==> config.mk <==
export PLATFORM = sky130hd
export DESIGN_NAME = weighted_random_selector
export DESIGN_NICKNAME = d
export VERILOG_FILES = /design/src/sv/wrs_pkg.sv /design/src/sv/wrs_mod.sv /design/src/sv/weighted_random_selector.sv
export SDC_FILE = /design/constraint.sdc
export NUM_CORES = 1
export LEC_CHECK = 0
export ABC_AREA = 1
export BUFFER_PORTS_ARGS = -buffer_cell sky130_fd_sc_hd__buf_2
export CORE_UTILIZATION = 55
export DETAILED_ROUTE_END_ITERATION = 10
export PLACE_DENSITY_LB_ADDON = 0.3
export SLEW_MARGIN = 20
export SYNTH_ARGS = -nofsm -noshare
export SYNTH_HDL_FRONTEND = slang
export SYNTH_SLANG_ARGS = --single-unit
==> constraint.sdc <==
create_clock -name clk_i -period 16.61 [get_ports clk_i]
set_input_delay 3.322 -clock clk_i [delete_from_list [all_inputs] [get_ports clk_i]]
set_output_delay 3.322 -clock clk_i [all_outputs]
set_load 0.005 [all_outputs]
==> src/sv/wrs_pkg.sv <==
package wrs_pkg;

  localparam int unsigned ITEM_COUNT  = 7;
  localparam int unsigned WEIGHT_REGS = 7;

  localparam int unsigned STATE_W = 32;
  localparam int unsigned WEIGHT_W = 8;
  localparam int unsigned TOTAL_W = 11;
  localparam int unsigned DRAW_W = 15;
  localparam int unsigned INDEX_W = 3;
  localparam int unsigned CFG_ADDR_W = 3;

  localparam logic [STATE_W-1:0] LCG_MUL = 32'h0003_43FD;
  localparam logic [STATE_W-1:0] LCG_ADD = 32'h0026_9EC3;
  localparam logic [STATE_W-1:0] GEN_RESET = 32'd1;
  localparam int unsigned DRAW_SHIFT = 16;

  localparam logic KIND_SEED = 1'b0;
  localparam logic KIND_DRAW = 1'b1;

  localparam logic [WEIGHT_W-1:0] WEIGHT_RESET [WEIGHT_REGS] = '{
    8'd20, 8'd20, 8'd20, 8'd20, 8'd5, 8'd5, 8'd1
  };

endpackage

==> src/sv/wrs_mod.sv <==
module wrs_mod (
  input  logic                         clk_i,
  input  logic                         rst_ni,
  input  logic                         start_i,
  input  logic [wrs_pkg::DRAW_W-1:0]   dividend_i,
  input  logic [wrs_pkg::TOTAL_W-1:0]  divisor_i,
  output logic                         done_o,
  output logic [wrs_pkg::TOTAL_W-1:0]  remainder_o
);
  import wrs_pkg::*;

  localparam int unsigned CNT_W = $clog2(DRAW_W);

  logic [TOTAL_W-1:0] rem_q, rem_d;
  logic [DRAW_W-1:0]  num_q;
  logic [TOTAL_W-1:0] div_q;
  logic [CNT_W-1:0]   cnt_q;
  logic               busy_q;
  logic               done_q;
  logic [TOTAL_W:0]   trial;
  logic [TOTAL_W:0]   diff;

  // one restoring step per cycle, dividend msb first
  always_comb begin
    trial = {rem_q, num_q[DRAW_W-1]};
    diff  = trial - {1'b0, div_q};
    if (trial >= {1'b0, div_q}) begin
      rem_d = diff[TOTAL_W-1:0];
    end else begin
      rem_d = trial[TOTAL_W-1:0];
    end
  end

  always_ff @(posedge clk_i or negedge rst_ni) begin
    if (!rst_ni) begin
      rem_q  <= '0;
      num_q  <= '0;
      div_q  <= '0;
      cnt_q  <= '0;
      busy_q <= 1'b0;
      done_q <= 1'b0;
    end else begin
      done_q <= 1'b0;
      if (start_i) begin
        rem_q  <= '0;
        num_q  <= dividend_i;
        div_q  <= divisor_i;
        cnt_q  <= '0;
        busy_q <= 1'b1;
      end else if (busy_q) begin
        rem_q <= rem_d;
        num_q <= {num_q[DRAW_W-2:0], 1'b0};
        cnt_q <= cnt_q + 1'b1;
        if (cnt_q == CNT_W'(DRAW_W - 1)) begin
          busy_q <= 1'b0;
          done_q <= 1'b1;
        end
      end
    end
  end

  assign done_o      = done_q;
  assign remainder_o = rem_q;

endmodule

==> src/sv/weighted_random_selector.sv <==
// channel  direction  handshake                 payload
// in       input      in_valid_i / in_ready_o   kind_i, seed_value_i
// out      output     out_valid_o / out_ready_i item_index_o, draw_value_o,
//                                               weight_total_o, no_weight_o
// cfg      input      cfg_we_i                  cfg_addr_i, cfg_data_i
//
// a seed beat loads the generator state and gives no result
// a draw runs from accept to result through multiply, add and total,
// 15 steps of the serial remainder unit, then the wheel search
// with zero total weight the remainder unit is skipped
// async active-low reset: generator state 1, weights to their defaults
// a held result stalls only the final search step; input stays closed meanwhile
module weighted_random_selector (
  input  logic                             clk_i,
  input  logic                             rst_ni,
  input  logic                             in_valid_i,
  output logic                             in_ready_o,
  input  logic                             kind_i,
  input  logic [wrs_pkg::STATE_W-1:0]      seed_value_i,
  output logic                             out_valid_o,
  input  logic                             out_ready_i,
  output logic [wrs_pkg::INDEX_W-1:0]      item_index_o,
  output logic [wrs_pkg::TOTAL_W-1:0]      draw_value_o,
  output logic [wrs_pkg::TOTAL_W-1:0]      weight_total_o,
  output logic                             no_weight_o,
  input  logic                             cfg_we_i,
  input  logic [wrs_pkg::CFG_ADDR_W-1:0]   cfg_addr_i,
  input  logic [wrs_pkg::WEIGHT_W-1:0]     cfg_data_i
);
  import wrs_pkg::*;

  typedef enum logic [2:0] {
    S_IDLE,
    S_STEP,
    S_ADD,
    S_DIV,
    S_PICK
  } state_e;

  state_e              state_q;
  logic [WEIGHT_W-1:0] weight_q [WEIGHT_REGS];
  logic [STATE_W-1:0]  gen_q;
  logic [STATE_W-1:0]  gen_d;
  logic [STATE_W-1:0]  product_q;
  logic [TOTAL_W-1:0]  total_q;
  logic                zero_q;
  logic [TOTAL_W-1:0]  total_sum;
  logic                div_start;
  logic                div_done;
  logic [TOTAL_W-1:0]  div_rem;
  logic [TOTAL_W-1:0]  draw_val;
  logic [TOTAL_W-1:0]  running;
  logic [INDEX_W-1:0]  pick;
  logic                found;
  logic                out_free;

  logic                out_valid_q;
  logic [INDEX_W-1:0]  item_index_q;
  logic [TOTAL_W-1:0]  draw_value_q;
  logic [TOTAL_W-1:0]  weight_total_q;
  logic                no_weight_q;

  always_ff @(posedge clk_i or negedge rst_ni) begin
    if (!rst_ni) begin
      for (int i = 0; i < WEIGHT_REGS; i++) begin
        weight_q[i] <= WEIGHT_RESET[i];
      end
    end else if (cfg_we_i && (32'(cfg_addr_i) < WEIGHT_REGS)) begin
      weight_q[cfg_addr_i] <= cfg_data_i;
    end
  end

  always_comb begin
    total_sum = '0;
    for (int i = 0; i < ITEM_COUNT; i++) begin
      total_sum = total_sum + TOTAL_W'(weight_q[i]);
    end
  end

  assign gen_d     = product_q + LCG_ADD;
  assign div_start = (state_q == S_ADD) && (total_sum != '0);

  wrs_mod u_mod (
    .clk_i       (clk_i),
    .rst_ni      (rst_ni),
    .start_i     (div_start),
    .dividend_i  (gen_d[DRAW_SHIFT +: DRAW_W]),
    .divisor_i   (total_sum),
    .done_o      (div_done),
    .remainder_o (div_rem)
  );

  // roulette wheel: first item whose running sum reaches the draw
  always_comb begin
    draw_val = div_rem + 1'b1;
    running  = '0;
    pick     = '0;
    found    = 1'b0;
    for (int i = 0; i < ITEM_COUNT; i++) begin
      running = running + TOTAL_W'(weight_q[i]);
      if (!found && (running >= draw_val)) begin
        pick  = INDEX_W'(i);
        found = 1'b1;
      end
    end
  end

  assign out_free = !out_valid_q || out_ready_i;

  always_ff @(posedge clk_i or negedge rst_ni) begin
    if (!rst_ni) begin
      state_q        <= S_IDLE;
      gen_q          <= GEN_RESET;
      product_q      <= '0;
      total_q        <= '0;
      zero_q         <= 1'b0;
      out_valid_q    <= 1'b0;
      item_index_q   <= '0;
      draw_value_q   <= '0;
      weight_total_q <= '0;
      no_weight_q    <= 1'b0;
    end else begin
      if (out_valid_q && out_ready_i && (state_q != S_PICK)) begin
        out_valid_q <= 1'b0;
      end
      case (state_q)
        S_IDLE: begin
          if (in_valid_i) begin
            if (kind_i == KIND_SEED) begin
              gen_q <= seed_value_i;
            end else begin
              state_q <= S_STEP;
            end
          end
        end
        S_STEP: begin
          product_q <= gen_q * LCG_MUL;
          state_q   <= S_ADD;
        end
        S_ADD: begin
          gen_q   <= gen_d;
          total_q <= total_sum;
          zero_q  <= (total_sum == '0);
          if (total_sum == '0) begin
            state_q <= S_PICK;
          end else begin
            state_q <= S_DIV;
          end
        end
        S_DIV: begin
          if (div_done) begin
            state_q <= S_PICK;
          end
        end
        S_PICK: begin
          if (out_free) begin
            out_valid_q    <= 1'b1;
            weight_total_q <= total_q;
            no_weight_q    <= zero_q;
            if (zero_q) begin
              item_index_q <= '0;
              draw_value_q <= '0;
            end else begin
              item_index_q <= pick;
              draw_value_q <= draw_val;
            end
            state_q <= S_IDLE;
          end
        end
        default: begin
          state_q <= S_IDLE;
        end
      endcase
    end
  end

  assign in_ready_o     = (state_q == S_IDLE);
  assign out_valid_o    = out_valid_q;
  assign item_index_o   = item_index_q;
  assign draw_value_o   = draw_value_q;
  assign weight_total_o = weight_total_q;
  assign no_weight_o    = no_weight_q;

endmodule

Yosys cells after proc, flatten, opt, wreduce, memory -nomap -nowiden --
Cells that the tools add are included.
Word-level totals: logic and storage cells 126, output and inout port bits 28, bits in registers 205
Operators by class: mux-type cells 42, add/sub/neg operators 10, equality and inequality tests 11, $lt $le $gt $ge 11, multipliers 1, reductions and logical operators 27, bitwise operators 1
Operator list (number):
- $mux W32 | 2
- $pmux W32 S2 | 1
- $bwmux W56 | 1
- $ge A11 B11 Y1 | 4
- $mux W11 | 4
- $add A11 B8 Y11 | 3
- $mux W3 | 11
- $add A32 B22 Y32 const B | 1
- $mul A32 B18 Y32 const B | 1
- $mux W15 | 2
- $demux W8 S3 | 1
- $mux W1 | 16
- $pmux W3 S5 | 1
- $ge A12 B11 Y1 | 1
- $add A10 B8 Y11 | 1
- $add A11 B1 Y11 const B | 1
- $ge A10 B11 Y1 | 1
- $ge A8 B11 Y1 | 1
- $ge A9 B11 Y1 | 1
- $logic_and A1 B1 Y1 | 11
- $logic_not A11 Y1 | 1
- $reduce_bool A11 Y1 | 1
- $sub A11 B11 Y11 | 1
- $add A9 B8 Y10 | 1
- other kinds (22) | 34

Longest topological paths before layout --
depth in word-level cells 22, gate-level depth with buffers 46, mapped depth without buffers 46

Hierarchy --
From an unflattened synthesis, not the netlist that was laid out.
Unflattened totals: cells, all modules 2487, area, all modules 20654.8 sq um
By module, submodules not included:
- weighted_random_selector | cells each 2144, times used 1, area an instance 18077.3 sq um, seq. area each 4021.4 sq um
- wrs_mod | cells each 343, times used 1, area an instance 2577.5 sq um, seq. area each 1076.0 sq um

Worst setup path after synthesis --
No wires, ideal clock.
path type register to register, start register weight_q[48] (netlist name), end register item_index_q[0], in the netlist item_index_o[0], clock period less this slack 6.628 ns, arrival 6.510 ns, cell stages (with the launch flop) 41, path slack 9.982 ns, setup time 0.118 ns, path through dfrtp_1 ha_1 inv_1 fa_1 xnor2_1 ha_1 a21oi_1 nand2_1 xor2_1 ha_1 a21oi_1 nand2_1 xor2_1 ha_1 inv_1 o21ai_0 xor2_1 ha_1 (+5 left out) ha_1 inv_1 o311ai_0 nand2_1 nand2_1 nand3_1 nand3_1 nand2_2 ha_1 nand2_1 nor4_1 nand4_1 nand2_1 nor2_1 nor2_1 nand3_1 nand3_1 nand2_1
On the way: elaborated cells on any way between the ends 38
RTL lines:
- start: declaration | RTL line weighted_random_selector.sv:41 | logic [WEIGHT_W-1:0] weight_q [WEIGHT_REGS];
- start signal: indexed assignment | RTL line weighted_random_selector.sv:66 | weight_q[i] <= WEIGHT_RESET[i];
- start signal: indexed assignment | RTL line weighted_random_selector.sv:69 | weight_q[cfg_addr_i] <= cfg_data_i;
- $add A8 B8 Y9 | RTL line weighted_random_selector.sv:100 | running = running + TOTAL_W'(weight_q[i]);
- $add A9 B8 Y10 | RTL line weighted_random_selector.sv:100
- $add A10 B8 Y11 | RTL line weighted_random_selector.sv:100
- $add A11 B8 Y11 (3 in series) | RTL line weighted_random_selector.sv:100
- named net running[9] | RTL line weighted_random_selector.sv:52 | logic [TOTAL_W-1:0] running;
- $ge A11 B11 Y1 | RTL line weighted_random_selector.sv:101 | if (!found && (running >= draw_val)) begin
- $logic_and A1 B1 Y1 | RTL line weighted_random_selector.sv:101
- $mux W3 | RTL line weighted_random_selector.sv:101
- $mux W3 | RTL line weighted_random_selector.sv:160 | if (zero_q) begin
- end signal: assignment | RTL line weighted_random_selector.sv:164 | item_index_q <= pick;
- end: declaration | RTL line weighted_random_selector.sv:58 | logic [INDEX_W-1:0] item_index_q;
The timed path passes the listed nets, and every way through them passes these cells. A chain may end at the register's enable or synchronous reset.

Worst setup path in the final report --
start register weight_q[48] (netlist name), end register u_mod.cnt_q[1]
On the way: word-level cells in the longest chain between the ends 9, elaborated cells on any way between the ends 10
Ends and longest elaborated chain:
- $add A8 B8 Y9 (*) | RTL line weighted_random_selector.sv:76 | total_sum = total_sum + TOTAL_W'(weight_q[i]);
- $add A9 B8 Y10 (*) | RTL line weighted_random_selector.sv:76
- $add A10 B8 Y11 (*) | RTL line weighted_random_selector.sv:76
- $add A11 B8 Y11 (*) (3 in series) | RTL line weighted_random_selector.sv:76
- $reduce_bool A11 Y1 (*) | RTL line weighted_random_selector.sv:81 | assign div_start = (state_q == S_ADD) && (total_sum != '0);
- $logic_and A1 B1 Y1 (*) | RTL line weighted_random_selector.sv:81
- $mux W4 or $reduce_bool A2 Y1 (tied branches)
- end signal: assignment | RTL line wrs_mod.sv:53 | cnt_q <= cnt_q + 1'b1;
- end: declaration | RTL line wrs_mod.sv:17 | logic [CNT_W-1:0] cnt_q;
Every way passes the cells marked *; elsewhere a longest branch is shown, timed or not.

==> impl_metrics.py <==
metrics = {
    "layout": {
        "final_net_count": 3015,
        "synthToLayoutAreaGrowth_pct": 8.739,
        "fin_util_pct": 60.72,
        "stdcell_area_mm2": 0.02223,
        "n_fill_cell": 3215,
        "antennaDiodeCount": 0,
        "layout-drive-gt1-share_pct": 7.432,
    },
    "setup_path": {
        "cpPeakStageDelay_ns": 0.51,
        "worst-path-buf-inv": 4,
        "crit_top_cell": "ha_1",
        "crit_fanout": 60,
        "arrival_ns": 8.20,
        "cp_data_required_time_ns": 17.09,
        "worstSetupEndpointType": "register",
        "critPathKind": "register to register",
        "slowest_stage": "nand2_4",
        "critPathLaunchType": "register",
        "cp_top_family": "adder cells",
    },
    "clock_network": {
        "clock-root-buffer": "clkbuf_16",
        "ctsHoldBuffers": 0,
        "path_clk_slew_ns": 0.06,
        "cts_resized": 0,
        "cts_sinks": 203,
        "postCtsSetupRepairBufs": 0,
        "htreeDepth": 1,
        "worstSkewPairLatency_ns": 0.57,
        "cts_tree": "yes",
        "cts_buffers": 25,
        "max-clock-path-buffers": 3,
    },
    "die": {
        "die-area_mm2": 0.03795,
        "start_util_pct": 55.84,
        "die_w_um": 194.8,
        "die_h_um": 194.8,
        "io_pins": 77,
        "design.core.area_mm2": 0.03661,
        "num_rows": 70,
    },
    "sta": {
        "max_freq_mhz": 129.4,
        "post-route-min-period_ns": 7.726,
        "finalSetupTns_ns": 0,
        "worst_slack_ns": 8.884,
        "slew_violations": 0,
        "worstMarginPinSlew_ns": 1.196,
        "rsz0062_at_grt": "no",
        "clock-skew-final_ns": 0.01683,
        "finalCritPeriodShare_pct": 46.51,
        "max_slew_margin_pct": 19.99,
        "finalHoldViolations": 0,
        "finalSetupViolCount": 0,
    },
    "synthesis": {
        "synth_top_flop_cell": "dfrtp_1",
        "ys_seq_elements": 203,
        "synth_xor_area_share_pct": 4.198,
        "avgSynthCellArea_um2": 8.318,
        "synthCells": 2458,
        "synth.distinct_cells": 49,
        "ys_async_sr_fraction_pct": 100.0,
        "synthSimpleGateAreaFrac_pct": 16.69,
        "synth_compound_area_share_pct": 11.00,
        "seq_area_frac_synth_pct": 24.93,
        "synthAdderAreaFrac_pct": 33.92,
        "muxShareOfSynthArea_pct": 0.09792,
        "ys_warn_count": 0,
        "synth_top_family_by_area": "adder cells",
        "netlist_area_mm2": 0.02044,
        "syn_nets": 2949,
        "synth_edf_count": 0,
    },
    "place": {
        "gp_congestion": 0.9475,
        "numPortBuffers": 75,
        "dpl.hpwl_um": 40150,
        "dp_slack_ns": 8.908,
        "postPlaceCellArea_mm2": 0.02131,
    },
    "grt": {
        "grt_max_degree": 93,
        "grt_pass1_vias": 16900,
        "grt_antenna_before_repair": 0,
        "met2_usage_pct": 46.37,
        "grt_pass1_wl_um": 86430,
        "overflow": 0,
        "grt_usage_pct": 28.61,
        "met3_usage_pct": 3.505,
        "met1_usage_pct": 40.07,
        "top_usage_layer": "met2",
    },
    "drt": {
        "drc": 0,
        "ant_nets": 0,
        "via_per_inst": 5.528,
        "drt_iter0_drc": 1293,
        "firstDrtPassIters": 5,
        "wl_per_cell_um": 17.12,
        "vias": 16650,
        "wl_um": 51550,
    },
    "job": {
        "maxCapViolCount": 0,
    },
    "worst_hold_path": {
        "hp-class": "register to register",
    },
    "status": {
        "status": "completed",
    },
}
layer usage:
metal  vias up  wire length (µm)
li1       8032                 -
met1      8038             23330
met2       479             23650
met3        96              3079
met4         0              1492
met5         -                 0
registers in the layout, summed over array words and instances (netlist names):
signal	count
u_mod.busy_q	1
draw_value_o	11
no_weight_o	1
total_q	11
item_index_o	3
u_mod.cnt_q	4
weight_q	56
product_q	31
u_mod.done_o	1
state_q	3
out_valid_o	1
gen_q	31
zero_q	1
u_mod.div_q	11
weight_total_o	11
u_mod.num_q	15
u_mod.remainder_o	11
worst register-to-register path: cells and delay by family, from the launching register on:
family | cells | cell delay (ns)
compound gates | 7 | 1.52
xor+xnor | 6 | 1.38
fa+ha+maj | 7 | 2.30
buf+inv | 4 | 0.31
flops | 1 | 0.37
simple gates | 10 | 1.74
kinds of logic after synthesis:
logic type,after synthesis
simple gates,809
mux,2
xor+xnor,98
buf+inv,487
compound gates,417
fa+ha+maj,442
flops,203
area by class of cell:
type                       count  area, µm²  share of cell area, %
multi-input combinational   1768      13500                  60.74
clock inverter                15      235.2                  1.058
clock buffer                  31      688.2                  3.095
timing repair buffer          87      474.2                  2.133
sequential                   203       5097                  22.93
tap                          468      585.6                  2.634
inverter                     439       1648                  7.412
cell usage in the layout, fill, tap and decap left out, types with 12 or more instances in the layout:
cell       netlist  layout
a21oi_1        118     118
a31oi_1         13      13
buf_2            2      74
buf_4            4      12
clkbuf_16        0      25
dfrtp_1        189     189
dfstp_2         14      14
fa_1           187     187
ha_1           255     255
inv_1          435     434
nand2_1        517     517
nand2_2         16      16
nand3_1        109     109
nand4_1         23      23
nor2_1          96      96
nor3_1          18      17
o211ai_1        13      13
o21ai_0        218     218
o21ai_1         12      12
xnor2_1         43      43
xor2_1          55      55
worst paths after layout:
check | from | slack, ns | cells after the start | endpoint
worst max-delay path | weight_q[48]$_DFFE_PN0P_ | 8.88 | 34 | u_mod.cnt_q[1]$_DFFE_PN0P_
worst min-delay path | item_index_o[0]$_DFFE_PN0P_ | 0.47 | 2 | item_index_o[0]$_DFFE_PN0P_
worst max register to register | weight_q[48]$_DFFE_PN0P_ | 8.88 | 34 | u_mod.cnt_q[1]$_DFFE_PN0P_
worst min register to register | item_index_o[0]$_DFFE_PN0P_ | 0.47 | 2 | item_index_o[0]$_DFFE_PN0P_
max in group asynchronous | rst_ni | 12.35 | 2 | gen_q[15]$_DFFE_PN0P_
min in group asynchronous | rst_ni | 2.82 | 1 | draw_value_o[7]$_DFFE_PN0P_
through the flow:
| stage | std cells | hold slack (ns) |
|---|---|---|
| 3_3_place_gp | 2965 | 0.4580 |
| 2_1_floorplan | 2458 | 0.4419 |
| 6_report | 3011 | 0.4746 |
| 3_5_place_dp | 2965 | 0.4592 |
| 5_1_grt | 3011 | 0.5003 |
| 4_1_cts | 3011 | 0.4741 |
Yosys cell counts (all sizes together), types with 2 or more instances:
cell type / instances / share of area, %
dfstp: 14 / 1.8
o21ai: 230 / 5.6
buf: 8 / 0.37
nand3b: 4 / 0.15
a21oi: 121 / 3.0
o2111ai: 3 / 0.13
nor4: 3 / 0.092
xor2: 55 / 2.4
o21bai: 7 / 0.26
a31oi: 13 / 0.40
a211oi: 5 / 0.18
mux2i: 2 / 0.098
fa: 187 / 18
nand3: 112 / 2.8
and3: 2 / 0.061
o211ai: 13 / 0.48
o221ai: 3 / 0.13
clkbuf: 40 / 0.73
nor2: 99 / 1.9
nand2: 537 / 10
or2: 8 / 0.24
dfrtp: 189 / 23
nor3: 18 / 0.44
o21a: 2 / 0.073
or3: 2 / 0.061
nand4: 23 / 0.70
ha: 255 / 16
o22ai: 7 / 0.21
o311ai: 2 / 0.086
xnor2: 43 / 1.8
o31ai: 2 / 0.073
a21o: 6 / 0.22
inv: 437 / 8.0
clkinv: 2 / 0.037
Power is left out: the tool's default activity adds up to more than one toggle a clock period on the data nets, which glitch-free logic cannot reach.
